### src/hdl/r2p_pkg.sv
package r2p_pkg;

  localparam int DATA_WIDTH   = 16;
  localparam int ANG_PI_LOG   = 23;
  localparam int CORDIC_STEPS = 23;

  // Inputs enter the rotations scaled by 2^(60 - DATA_WIDTH), so the truncation
  // at every arithmetic shift lands on the same bits as the full 64-bit form
  localparam int GUARD   = 60 - DATA_WIDTH;
  localparam int XW      = DATA_WIDTH + GUARD + 2;
  localparam int ZW      = ANG_PI_LOG + 2;
  localparam int SW      = 2 * DATA_WIDTH;
  localparam int RW      = DATA_WIDTH + 3;
  localparam int NCELLS  = (CORDIC_STEPS > DATA_WIDTH) ? CORDIC_STEPS : DATA_WIDTH;
  localparam int CIDX_W  = $clog2(NCELLS);
  localparam int ATAN_IW = $clog2(CORDIC_STEPS);

  // Conversion of the internal angle (pi = 2^ANG_PI_LOG) to the output scale
  localparam int ANG_SH   = ANG_PI_LOG + 1 - DATA_WIDTH;
  localparam int ANG_RSH  = (ANG_SH > 0) ? ANG_SH : 0;
  localparam int ANG_LSH  = (ANG_SH < 0) ? -ANG_SH : 0;
  localparam int ANG_HALF = (1 << ANG_RSH) >> 1;
  localparam int AW       = ZW + 1 + ANG_LSH;

  localparam int FORM_W = 2;
  localparam logic [FORM_W-1:0] FORM_VECTOR    = 2'd0;
  localparam logic [FORM_W-1:0] FORM_ALGEBRAIC = 2'd1;
  localparam logic [FORM_W-1:0] FORM_POLAR     = 2'd2;

  localparam logic signed [ZW-1:0] Z_PI      = ZW'(64'sd1 << ANG_PI_LOG);
  localparam logic signed [ZW-1:0] Z_HALF_PI = ZW'(64'sd1 << (ANG_PI_LOG - 1));

  // atan(2^-i), pi = 2^23
  localparam logic signed [ZW-1:0] ATAN_TAB [CORDIC_STEPS] = '{
    25'sd2097152, 25'sd1238021, 25'sd654136, 25'sd332050, 25'sd166669,
    25'sd83416,   25'sd41718,   25'sd20860,  25'sd10430,  25'sd5215,
    25'sd2608,    25'sd1304,    25'sd652,    25'sd326,    25'sd163,
    25'sd81,      25'sd41,      25'sd20,     25'sd10,     25'sd5,
    25'sd3,       25'sd1,       25'sd1
  };

  typedef struct packed {
    logic signed [DATA_WIDTH-1:0] re;
    logic signed [DATA_WIDTH-1:0] im;
    logic                         fixed;
    logic signed [XW-1:0]         x;
    logic signed [XW-1:0]         y;
    logic signed [ZW-1:0]         z;
    logic [SW-1:0]                s;
    logic [RW-1:0]                rem;
    logic [DATA_WIDTH-1:0]        q;
  } cell_data_t;

  typedef struct packed {
    logic signed [DATA_WIDTH:0]   first;
    logic signed [DATA_WIDTH-1:0] second;
  } result_t;

  function automatic logic signed [ZW-1:0] atan_step(input logic [CIDX_W-1:0] i);
    logic signed [ZW-1:0] v;
    v = '0;
    if (int'(i) < CORDIC_STEPS) begin
      v = ATAN_TAB[i[ATAN_IW-1:0]];
    end
    return v;
  endfunction

endpackage

### src/hdl/r2p_out.sv
module r2p_out (
  input  logic                                  clk,
  input  logic                                  rst_n,
  input  logic                                  v_in,
  input  r2p_pkg::cell_data_t                   d_in,
  input  logic [r2p_pkg::FORM_W-1:0]            form_i,
  output logic                                  en,
  input  logic                                  out_stall,
  output logic                                  out_valid,
  output logic signed [r2p_pkg::DATA_WIDTH:0]   out_first_coord,
  output logic signed [r2p_pkg::DATA_WIDTH-1:0] out_second_coord
);
  import r2p_pkg::*;

  result_t               fin_res, out_r, out_nxt, skid_r, skid_nxt;
  logic                  out_v_r, out_v_nxt, skid_v_r, skid_v_nxt;
  logic                  push, take;
  logic [DATA_WIDTH:0]   mag;
  logic signed [AW-1:0]  za, za_sh;

  // Round the root to nearest, scale the angle
  always_comb begin
    mag   = {1'b0, d_in.q} + (DATA_WIDTH+1)'(d_in.rem > RW'(d_in.q));
    za    = AW'(d_in.z) + AW'(ANG_HALF);
    za_sh = (za >>> ANG_RSH) <<< ANG_LSH;
    unique case (form_i) inside
      FORM_POLAR: begin
        fin_res.first  = mag;
        fin_res.second = za_sh[DATA_WIDTH-1:0];
      end
      FORM_VECTOR, FORM_ALGEBRAIC: begin
        fin_res.first  = (DATA_WIDTH+1)'(d_in.re);
        fin_res.second = d_in.im;
      end
      default: begin
        fin_res.first  = (DATA_WIDTH+1)'(d_in.re);
        fin_res.second = d_in.im;
      end
    endcase
  end

  assign en   = !skid_v_r;
  assign push = en && v_in;
  assign take = out_v_r && !out_stall;

  // Output register with one skid entry; the chain halts only when the skid is full
  always_comb begin
    out_nxt    = out_r;
    out_v_nxt  = out_v_r;
    skid_nxt   = skid_r;
    skid_v_nxt = skid_v_r;
    if (!out_v_r || take) begin
      if (skid_v_r) begin
        out_nxt    = skid_r;
        out_v_nxt  = 1'b1;
        skid_v_nxt = 1'b0;
      end else begin
        out_nxt   = fin_res;
        out_v_nxt = push;
      end
    end else if (push) begin
      skid_nxt   = fin_res;
      skid_v_nxt = 1'b1;
    end
  end

  always_ff @(posedge clk) begin
    if (!rst_n) begin
      out_v_r  <= 1'b0;
      skid_v_r <= 1'b0;
    end else begin
      out_v_r  <= out_v_nxt;
      skid_v_r <= skid_v_nxt;
    end
  end

  always_ff @(posedge clk) begin
    out_r  <= out_nxt;
    skid_r <= skid_nxt;
  end

  assign out_valid        = out_v_r;
  assign out_first_coord  = out_r.first;
  assign out_second_coord = out_r.second;

  a_skid_implies_out: assert property (@(posedge clk) disable iff (!rst_n)
    skid_v_r |-> out_v_r)
    else $error("skid entry held without an output request");

  a_skid_drain: assert property (@(posedge clk) disable iff (!rst_n)
    skid_v_r && take |=> out_v_r && !skid_v_r && out_r == $past(skid_r))
    else $error("skid entry not moved to output");

  a_skid_fill: assert property (@(posedge clk) disable iff (!rst_n)
    out_v_r && !take && !skid_v_r && v_in |=> skid_v_r && skid_r == $past(fin_res))
    else $error("request lost while output stalled");

endmodule

### config.mk
export PLATFORM = sky130hd
export DESIGN_NAME = r2p_out
export DESIGN_NICKNAME = d
export VERILOG_FILES = /design/src/hdl/r2p_pkg.sv /design/src/hdl/r2p_out.sv
export SDC_FILE = /design/constraint.sdc
export NUM_CORES = 1
export LEC_CHECK = 0
export BUFFER_PORTS_ARGS = -buffer_cell sky130_fd_sc_hd__buf_2
export CAP_MARGIN = 20
export CORE_AREA = 2 2 112 114
export CTS_BUF_LIST = sky130_fd_sc_hd__clkbuf_8
export DETAILED_ROUTE_END_ITERATION = 8
export DIE_AREA = 0 0 114 116
export GPL_TIMING_DRIVEN = 0
export PLACE_DENSITY = 0.67
export SLEW_MARGIN = 10
export SYNTH_ARGS = -nofsm -noshare
export SYNTH_HDL_FRONTEND = slang
export SYNTH_SLANG_ARGS = --single-unit
### constraint.sdc
create_clock -name clk -period 8 [get_ports clk]
set_clock_uncertainty 0.05 [all_clocks]
set_input_delay 1.6 -clock clk [delete_from_list [all_inputs] [get_ports clk]]
set_output_delay 1.6 -clock clk [all_outputs]
set_load 0.02 [all_outputs]
==> metrics.md <==
| Metric | Value |
|---|---|
| Status | complete, no violations |
| Endpoints failing setup | 0 |
| RSZ-0062 raised after global routing | no |
| Drt pass-1 iters | 6 |
| Leak | ~0.002 µW |
| Total power divided by cell area | between 150 and 200 nW/µm² |
| Post-route ant nets | 0 |
| Comb power frac | 0.182 |
| I/O Buffers | 123 |
| Seq. cell area | 2022 µm² |
| Sw Ratio | 0.2716 |
| Crit. End Element | flop |
| Cell taking the most area after synthesis | edfxtp_1 |
| WS Path Type | input port to flop |
| Fin. Hold Viols | 0 |
| Yosys top cell area share | 0.5051 |
| Die Area | 13,220 µm² |
| Reg-to-reg startpoint | skid_v_r |
| Std cell rows | 40 |
| Crit path largest cell delay | 330 ps |
| CP Data Required Time | 8030 ps |
| DRC Markers | 0 |
| Int Pwr | 661.2 µW |
| Via density | around 5.0 |
| Multi-input gate area | around 1800 µm² |
| First DRT Iteration DRCs | approximately 220 |
| WL final | 11,130 µm |
| Most common cell after layout, fill and taps aside | buf_2 |
| Grt ovf | 0 |
| Area growth syn-to-layout | 27.71% |
| Postcts setup bufs | 0 |
| Post-DP HPWL | 8888 µm |
| Synth Area per Inst | 11.28 µm² |
| Die X-Extent | 114 µm |
| Fill cells | ~1,200 |
| Worst Hold Class | flop to flop |
| Htree depth | 3 |
| Gpl congestion | 0.8462 |
| Hold Crit Start | skid_r[10] |
| Synth Instances | ~350 |
| Most frequent cells in the layout | buf_2 (127), edfxtp_1 (66), nand2_1 (41) |
| Clock power share | 0.349 |
| Synth area leaders | edfxtp_1 (51%), mux2_2 (7.5%), ha_1 (6.1%), xnor2_1 (4.9%), nand2_1 (4.0%) |
| Clock transition at path regs | 80 ps |
| CP Cell Sequence | buf_2, clkinv_1, ha_1, nand3_1, nor4_1, nand3_1, mux2i_1, nor2_1, ha_1, ha_1, nand3_1, nor3_1, xnor2_1, a21oi_1, mux2_2 |
| Fmax | 236.4 MHz |
| I/O Pins | 290 |
| Root cell of the clock tree | clkbuf_8 |
| Slew Viols, Final | 0 |
| Worst IR Drop VDD | roughly 0.11 mV |
| EDFF count, synth | 66 |
| CP max-delay cell | ha_1 |
| Worst slew pin tran | 669.1 ps |
| First-pass GRT wire length | 16,730 µm |
| All-Layer GR Usage | 0.1687 |
| Final TNS setup | 0 ps |
| CP Data Arrival Time | 4260 ps |
| Avg WL per Cell | roughly 17 µm |
| Post-synth net total | a little over 600 |
| Post-Route Utilization | 0.4207 |
| Async SR Flop Fraction | 0 |
| Post-Syn Area | about 3900 µm² |
| Critical Path Start | d_in[14] |
| CTS Buf Count | 9 |
| Ratio of cells with drive above 1 in the final layout | 0.3890 |
| Crit path max fanout | 4 |
| Via count | 3,200 |
| Synth warn | 0 |
| Slew margin rel. | 0.5539 |
| Hold_ws | 484.4 ps |
| Net Sw Power | around 250 µW |
| Delay-heaviest family, CP | simple AND/OR/NAND/NOR gates |
| # hold bufs at CTS | 0 |
| CTS tree | built |
| Maxcap violations | 0 |
| Clock latency at the later pin of the worst-skew pair | 330 ps |
| Post-synth cell types | between 40 and 50 |
| Critical path launch point type | input port |
| Main synth FF type | edfxtp_1 |
| Die height | 116 µm |
| Largest net degree at the start of global routing | 23 |
| Initial core utilization | 0.3294 |
| Period utilization | 0.5288 |
| Fin crit period | between 4000 and 5000 ps |
| Core ar. | 11,910 µm² |
| Vias in the first global route | roughly 3,200 |
| Seq/Total Area, Yosys | 0.5153 |
| Initial antenna violation count | 0 |
| Crit path buf inv count | 2 |
| Gates resized, CTS repair | 0 |
| Sink Count | 68 |
| Layout Nets | 760 |
| Flops & latches, synth | approximately 70 |
| Reg power frac | 0.468 |
| Clock Path Buffers | 2 |
==> path summary, 6_finish.rpt <==
| check | slack [ps] | endpoint | cells after the start |
|---|---|---|---|
| setup reg to reg | 5880 | skid_r[25] | 5 |
| setup / recovery | 3770 | out_first_coord[10] | 15 |
| hold / removal | 480 | out_second_coord[10] | 2 |
| hold reg to reg | 480 | out_second_coord[10] | 2 |
==> cells by family after synthesis <==
group,after synthesis,share of synthesized area
AO/OA/AOI/OAI,48,0.07335
XOR/XNOR,25,0.05580
adder cells (fa/ha/maj),19,0.06059
buffers and inverters,33,0.03285
flip-flops,68,0.5153
multiplexers,29,0.08354
AND/OR/NAND/NOR,126,0.1786
==> stage by stage <==
stage	worst slack, ps	area, µm²	power, µW	cells
6_report	3770	5011	907.7	639
5_1_grt	3574	5009	951.4	638
4_1_cts	3781	5009	917.7	638
3_5_place_dp	3416	4785	598.5	622
3_3_place_gp	494.9	4723	593.1	618
2_1_floorplan	2586	3924	524.8	348
==> worst reg2reg max path, stage by stage, from the launching register on <==
cell and delay (ps):
dfxtp_1 300, clkbuf_1 170, clkbuf_1 290, nor3b_2 530, buf_4 300, buf_6 180
==> sequential cells by signal, indices dropped and copies added, names as in the netlist <==
register          count
out_valid             1
out_second_coord     16
skid_r               33
out_first_coord      17
skid_v_r              1
==> synthesized netlist by cell type, types with 2 or more instances <==
library cell  instances
o21ai_1              16
nor2b_1               2
a21o_1                2
mux2_2               26
nor3b_1               3
o21ai_0               2
ha_1                 19
nor3_1                6
edfxtp_1             66
a21oi_2               2
buf_2                 4
xor2_1                3
nand3_1              16
and4_1                3
clkbuf_1              7
xnor2_1              22
o31ai_1               5
nor2_1               26
a21oi_1              14
nor4_2                6
nand2_1              42
dfxtp_1               2
and3_1                2
nor4_1                3
mux2i_1               2
nand4_1               6
nor3_4                2
inv_1                19
buf_1                 2
==> metal layers <==
layer / track usage / vias to the layer above / share of wire
met5: 0 / - / 0
met4: 0.04797 / 0 / 0.012
met3: 0.06799 / 8 / 0.10
met2: 0.2373 / 143 / 0.41
met1: 0.2395 / 1493 / 0.48
li1: - / 1556 / -
==> power by group through the flow <==
stage                     Clock (µW)  Combinational, µW  Sequential (µW)
after floorplan                    0               68.0              457
after global placement             0                159              434
after detailed placement           0                166              433
after CTS                        325                167              425
after global routing             342                182              427
final                            317                165              425
==> layout make-up <==
cell class	count	area share
Sequential cell	68	0.4035
Multi-Input combinational cell	247	0.3553
Timing Repair Buffer	127	0.1336
Tap cell	147	0.03670
Clock buffer	9	0.02472
Clock inverter	7	0.01998
Inverter	20	0.01498
Buffer	13	0.01074
Antenna cell	1	0.0004994
Power figures use the tool's default switching activity.
