<file path="config.mk">
export PLATFORM = sky130hd
export DESIGN_NAME = r2p_prep
export DESIGN_NICKNAME = d
export VERILOG_FILES = /design/src/hdl/r2p_pkg.sv /design/src/hdl/r2p_prep.sv
export SDC_FILE = /design/constraint.sdc
export NUM_CORES = 1
export LEC_CHECK = 0
export ABC_CLOCK_PERIOD_IN_PS = 5760
export BUFFER_PORTS_ARGS = -buffer_cell sky130_fd_sc_hd__buf_2
export CAP_MARGIN = 20
export CORE_ASPECT_RATIO = 0.5
export CORE_MARGIN = 2
export CORE_UTILIZATION = 29
export CTS_CLUSTER_DIAMETER = 30
export DETAILED_ROUTE_END_ITERATION = 6
export PLACE_DENSITY = 0.54
export SETUP_SLACK_MARGIN = 0.5
export SLEW_MARGIN = 25
export SYNTH_ARGS = -nofsm -noshare
export SYNTH_HDL_FRONTEND = slang
export SYNTH_SLANG_ARGS = --single-unit
</file>
<file path="constraint.sdc">
create_clock -name clk -period 5.76 [get_ports clk]
set_input_delay 1.152 -clock clk [delete_from_list [all_inputs] [get_ports clk]]
set_output_delay 1.152 -clock clk [all_outputs]
set_load 0.02 [all_outputs]
</file>
<file path="src/hdl/r2p_pkg.sv">
package r2p_pkg;

  localparam int DATA_WIDTH   = 16;
  localparam int ANG_PI_LOG   = 23;
  localparam int CORDIC_STEPS = 23;

  // Inputs enter the rotations scaled by 2^(60 - DATA_WIDTH), so the truncation
  // at every arithmetic shift lands on the same bits as the full 64-bit form
  localparam int GUARD   = 60 - DATA_WIDTH;
  localparam int XW      = DATA_WIDTH + GUARD + 2;
  localparam int ZW      = ANG_PI_LOG + 2;
  localparam int SW      = 2 * DATA_WIDTH;
  localparam int RW      = DATA_WIDTH + 3;
  localparam int NCELLS  = (CORDIC_STEPS > DATA_WIDTH) ? CORDIC_STEPS : DATA_WIDTH;
  localparam int CIDX_W  = $clog2(NCELLS);
  localparam int ATAN_IW = $clog2(CORDIC_STEPS);

  // Conversion of the internal angle (pi = 2^ANG_PI_LOG) to the output scale
  localparam int ANG_SH   = ANG_PI_LOG + 1 - DATA_WIDTH;
  localparam int ANG_RSH  = (ANG_SH > 0) ? ANG_SH : 0;
  localparam int ANG_LSH  = (ANG_SH < 0) ? -ANG_SH : 0;
  localparam int ANG_HALF = (1 << ANG_RSH) >> 1;
  localparam int AW       = ZW + 1 + ANG_LSH;

  localparam int FORM_W = 2;
  localparam logic [FORM_W-1:0] FORM_VECTOR    = 2'd0;
  localparam logic [FORM_W-1:0] FORM_ALGEBRAIC = 2'd1;
  localparam logic [FORM_W-1:0] FORM_POLAR     = 2'd2;

  localparam logic signed [ZW-1:0] Z_PI      = ZW'(64'sd1 << ANG_PI_LOG);
  localparam logic signed [ZW-1:0] Z_HALF_PI = ZW'(64'sd1 << (ANG_PI_LOG - 1));

  // atan(2^-i), pi = 2^23
  localparam logic signed [ZW-1:0] ATAN_TAB [CORDIC_STEPS] = '{
    25'sd2097152, 25'sd1238021, 25'sd654136, 25'sd332050, 25'sd166669,
    25'sd83416,   25'sd41718,   25'sd20860,  25'sd10430,  25'sd5215,
    25'sd2608,    25'sd1304,    25'sd652,    25'sd326,    25'sd163,
    25'sd81,      25'sd41,      25'sd20,     25'sd10,     25'sd5,
    25'sd3,       25'sd1,       25'sd1
  };

  typedef struct packed {
    logic signed [DATA_WIDTH-1:0] re;
    logic signed [DATA_WIDTH-1:0] im;
    logic                         fixed;
    logic signed [XW-1:0]         x;
    logic signed [XW-1:0]         y;
    logic signed [ZW-1:0]         z;
    logic [SW-1:0]                s;
    logic [RW-1:0]                rem;
    logic [DATA_WIDTH-1:0]        q;
  } cell_data_t;

  typedef struct packed {
    logic signed [DATA_WIDTH:0]   first;
    logic signed [DATA_WIDTH-1:0] second;
  } result_t;

  function automatic logic signed [ZW-1:0] atan_step(input logic [CIDX_W-1:0] i);
    logic signed [ZW-1:0] v;
    v = '0;
    if (int'(i) < CORDIC_STEPS) begin
      v = ATAN_TAB[i[ATAN_IW-1:0]];
    end
    return v;
  endfunction

endpackage

</file>
<file path="src/hdl/r2p_prep.sv">
module r2p_prep (
  input  logic                                  clk,
  input  logic                                  rst_n,
  input  logic                                  en,
  input  logic                                  v_in,
  input  logic signed [r2p_pkg::DATA_WIDTH-1:0] re_in,
  input  logic signed [r2p_pkg::DATA_WIDTH-1:0] im_in,
  output logic                                  v_out,
  output r2p_pkg::cell_data_t                   d_out
);
  import r2p_pkg::*;

  cell_data_t            st0_r, st0_nxt, st1_r, st1_nxt, st2_r, st2_nxt;
  logic [DATA_WIDTH-1:0] ar_r, ar_nxt, ai_r, ai_nxt;
  logic [SW-1:0]         sqr_r, sqr_nxt, sqi_r, sqi_nxt;
  logic                  v0_r, v1_r, v2_r;
  logic signed [XW-1:0]  xe, ye;

  // Stage 0: fold into the right half plane, settle the axis cases
  always_comb begin
    xe = XW'(re_in) <<< GUARD;
    ye = XW'(im_in) <<< GUARD;
    st0_nxt       = '0;
    st0_nxt.re    = re_in;
    st0_nxt.im    = im_in;
    st0_nxt.fixed = (re_in == '0) || (im_in == '0);
    st0_nxt.x     = re_in[DATA_WIDTH-1] ? -xe : xe;
    st0_nxt.y     = re_in[DATA_WIDTH-1] ? -ye : ye;
    if (re_in == '0 && im_in == '0) begin
      st0_nxt.z = '0;
    end else if (re_in == '0) begin
      st0_nxt.z = (im_in > 0) ? Z_HALF_PI : -Z_HALF_PI;
    end else if (im_in == '0) begin
      st0_nxt.z = (re_in > 0) ? '0 : Z_PI;
    end else if (re_in[DATA_WIDTH-1]) begin
      st0_nxt.z = (im_in > 0) ? Z_PI : -Z_PI;
    end else begin
      st0_nxt.z = '0;
    end
    ar_nxt = re_in[DATA_WIDTH-1] ? DATA_WIDTH'(-re_in) : DATA_WIDTH'(re_in);
    ai_nxt = im_in[DATA_WIDTH-1] ? DATA_WIDTH'(-im_in) : DATA_WIDTH'(im_in);
  end

  // Stage 1: squares; stage 2: sum of squares
  always_comb begin
    st1_nxt  = st0_r;
    sqr_nxt  = SW'(ar_r) * SW'(ar_r);
    sqi_nxt  = SW'(ai_r) * SW'(ai_r);
    st2_nxt   = st1_r;
    st2_nxt.s = sqr_r + sqi_r;
  end

  always_ff @(posedge clk) begin
    if (!rst_n) begin
      v0_r <= 1'b0;
      v1_r <= 1'b0;
      v2_r <= 1'b0;
    end else if (en) begin
      v0_r <= v_in;
      v1_r <= v0_r;
      v2_r <= v1_r;
    end
  end

  always_ff @(posedge clk) begin
    if (en) begin
      st0_r <= st0_nxt;
      ar_r  <= ar_nxt;
      ai_r  <= ai_nxt;
      st1_r <= st1_nxt;
      sqr_r <= sqr_nxt;
      sqi_r <= sqi_nxt;
      st2_r <= st2_nxt;
    end
  end

  assign v_out = v2_r;
  assign d_out = st2_r;

endmodule

</file>
==> flow_metrics.env <==
export IMPL_status="complete, but fails checks"
export IMPL_violations="negative setup slack"
export IMPL_rr_worst_depth=21
export IMPL_start_util_pct=29.3
export IMPL_drt_iter0_drc=964
export IMPL_postRouteAntennaNets=0
export IMPL_hp_class="register to register"
export IMPL_synth_avg_cell_area_um2=11.1
export IMPL_syn_cell_area_um2=27900
export IMPL_numPlacedInstances=4121
export IMPL_htreeDepth=3
export IMPL_place_hpwl_um=50500
export IMPL_fmax_ghz=0.169
export IMPL_setup_viol=16
export IMPL_cp_required_ns=6.10
export IMPL_ys_warnings_count=0
export IMPL_via_per_inst=4.20
export IMPL_worst_pin_slew_ns=0.893
export IMPL_relSlewSlack_pct=40.5
export IMPL_clock_path_buffers=3
export IMPL_hold_depth=0
export IMPL_grt_max_degree=117
export IMPL_numCtsBuffers=67
export IMPL_synthArstFlopShare_pct=0
export IMPL_timing_rr_start="ai_r[5]$_DFFE_PP_"
export IMPL_setup_tns_ns=-1.32
export IMPL_critPathKind="register to register"
export IMPL_chipHeight_um=223
export IMPL_worst_r2r_setup_slack_ns=-0.15
export IMPL_die_area_um2=98800
export IMPL_grt_setup_unrepaired="yes"
export IMPL_via_count=18157
export IMPL_diodes=0
export IMPL_insertion_delay_ns=0.62
export IMPL_hold_viol=0
export IMPL_min_to="d_out[240]$_DFFE_PP_"
export IMPL_arrival_ns=6.26
export IMPL_fin_cells=4318
export IMPL_grt_pass1_vias=19448
export IMPL_critPathMaxFanout=6
export IMPL_synth_edff_count=317
export IMPL_coreArea_um2=95300
export IMPL_gp_congestion=0.867
export IMPL_setup_ws_ns=-0.151
export IMPL_drc=0
export IMPL_synth_distinct_cells=64
export IMPL_r2r_end="sqi_r[31]$_DFFE_PP_"
export IMPL_num_io_pins=286
export IMPL_synth_flop_cell="edfxtp_1"
export IMPL_clock_sinks=320
export IMPL_drt_first_pass_iters=7
export IMPL_hold_worst_slack_ns=0.399
export IMPL_area_growth_pct=29.1
export IMPL_maxCapViolCount=0
export IMPL_critPathCaptureType="register"
export IMPL_wire_per_inst_um=14.8
export IMPL_antenna_found_initial=1
export IMPL_yosys_register_bits=320
export IMPL_cts_tree="built"
export IMPL_nets=3594
export IMPL_overflow=0
export IMPL_rows=80
export IMPL_slew_viol_final=0
export IMPL_postRouteWirelength_um=64100
export IMPL_finalCriticalPeriod_ns=5.91
export IMPL_io_buffers=140
export IMPL_min_delay_start="st1_r[240]$_DFFE_PP_"
export IMPL_min_period_over_period_pct=103
export IMPL_finClkSkew_ns=0.0474
export IMPL_grt_usage_pct=13.1
export IMPL_die_x_um=443
export IMPL_cts_hold_buf=0
export IMPL_seq_area_frac_synth_pct=34.4
export IMPL_root_buffer="clkbuf_16"
export IMPL_drive_gt1_share_pct=28.1
export IMPL_grt_pass1_wl_um=104000
export IMPL_clkTransAtPathRegs_ns=0.05
export IMPL_postSynthCellCount=2516
export IMPL_start_kind="register"
-- stage by stage --
stage / utilization, % / setup WS, ns / cell area, um^2
after floorplan: - / 0.00921 / 29200
after global placement: 33.5 / -0.342 / 32000
after detailed placement: 33.5 / -0.349 / 32000
after CTS: 37.1 / -0.221 / 35300
after global routing: 37.8 / -0.402 / 36000
final: 37.8 / -0.151 / 36000
-- kinds of logic (layout without fill, tap and decap cells) --
group,after synthesis,count (layout),synth area share [%]
other,1,146,0.0134
buffers and inverters,717,1103,11.7
DFF,320,320,34.4
AOI/OAI and AO/OA,282,282,6.58
xor gates and xnor gates,139,139,4.37
and+or+nand+nor,484,484,8.50
adders and majority gates,565,565,34.2
muxes,8,8,0.296
-- worst max-delay path, cell delays in order, from the launching register on --
cell and delay, ns:
edfxtp_1 0.53, and2_4 0.21, buf_6 0.11, fa_1 0.47
inv_1 0.05, fa_1 0.47, inv_1 0.05, fa_1 0.54
fa_2 0.45, fa_1 0.51, inv_1 0.05, fa_1 0.49
inv_2 0.05, ha_4 0.22, a21oi_2 0.16, nor2_1 0.08
a211oi_4 0.25, o31ai_4 0.12, a31o_2 0.28, a221o_1 0.33
a21oi_2 0.15, xnor2_1 0.07
-- synthesized netlist by cell type, types with 17 or more instances --
| library cell | n | share of area, % |
|---|---|---|
| nand2_1 | 203 | 2.7 |
| xnor2_1 | 106 | 3.3 |
| clkbuf_1 | 55 | 0.74 |
| a21o_1 | 70 | 1.9 |
| o21ai_0 | 46 | 0.83 |
| buf_4 | 147 | 4.0 |
| a21oi_1 | 83 | 1.5 |
| ha_1 | 236 | 11 |
| and2_1 | 102 | 2.3 |
| edfxtp_1 | 317 | 34 |
| nor2_1 | 64 | 0.86 |
| inv_1 | 508 | 6.8 |
| fa_1 | 329 | 24 |
| nand3_1 | 17 | 0.31 |
| xor2_1 | 33 | 1.0 |
-- flip-flops by register name, summed over array words and instances (netlist names) --
name and cells:
ai_r 15, d_out 102, sqi_r 30, sqr_r 30, st0_r 70, st1_r 70, v0_r 1, v1_r 1
v_out 1
-- worst max path at each step --
stage,startpoint,to,slack [ns],cells past startpoint
6_report,ai_r[5]$_DFFE_PP_,sqi_r[31]$_DFFE_PP_,-0.15,21
3_5_place_dp,ai_r[12]$_DFFE_PP_,sqi_r[30]$_DFFE_PP_,-0.35,22
4_1_cts,ai_r[10]$_DFFE_PP_,sqi_r[31]$_DFFE_PP_,-0.22,21
5_1_grt,ai_r[5]$_DFFE_PP_,sqi_r[31]$_DFFE_PP_,-0.40,21
2_1_floorplan,ai_r[4]$_DFFE_PP_,sqi_r[31]$_DFFE_PP_,0.009,20
3_3_place_gp,ai_r[12]$_DFFE_PP_,sqi_r[31]$_DFFE_PP_,-0.34,21
-- placed cells by master (no fill, tap or decap), types with 17 or more instances in the layout --
master	netlist	layout
inv_1	508	467
edfxtp_1	317	317
fa_1	329	307
buf_4	147	263
ha_1	236	203
nand2_1	203	159
conb_1	1	146
buf_2	2	140
xnor2_1	106	93
and2_1	102	86
a21o_1	70	70
clkbuf_16	0	67
nor2_1	64	54
a21oi_1	83	54
buf_6	1	52
inv_2	0	39
xor2_1	33	32
o21ai_0	46	31
ha_4	0	28
nand2_2	0	26
fa_2	0	22
nand2_4	0	18
a21oi_2	0	17
-- what timing repair did --
| action | CTS | global route |
|---|---|---|
| gates cloned | 0 | 1 |
| setup buffers | 45 | 28 |
| endpoints found under the setup margin | 41 | 45 |
| gates resized for setup | 159 | 99 |
| pin swaps | 121 | 72 |
-- layer usage --
layer	GRT usage (%)	up-vias	wire, um
met5	0	-	0
met1	17.2	9002	28900
met3	2.26	90	2170
met2	22.0	266	31500
met4	3.99	0	1460
li1	-	8799	-
-- layout make-up --
class,instances,area [um^2]
multi-input cells,1624,17000
fillers,9252,59300
repair buffers,472,3590
clock buffers,71,1690
flip-flops and latches,320,9580
well taps,1271,1590
inverters,508,1910
clock inverters,52,658
Power is left out: the tool's default activity adds up to more than one toggle a clock period on the data nets, which glitch-free logic cannot reach.
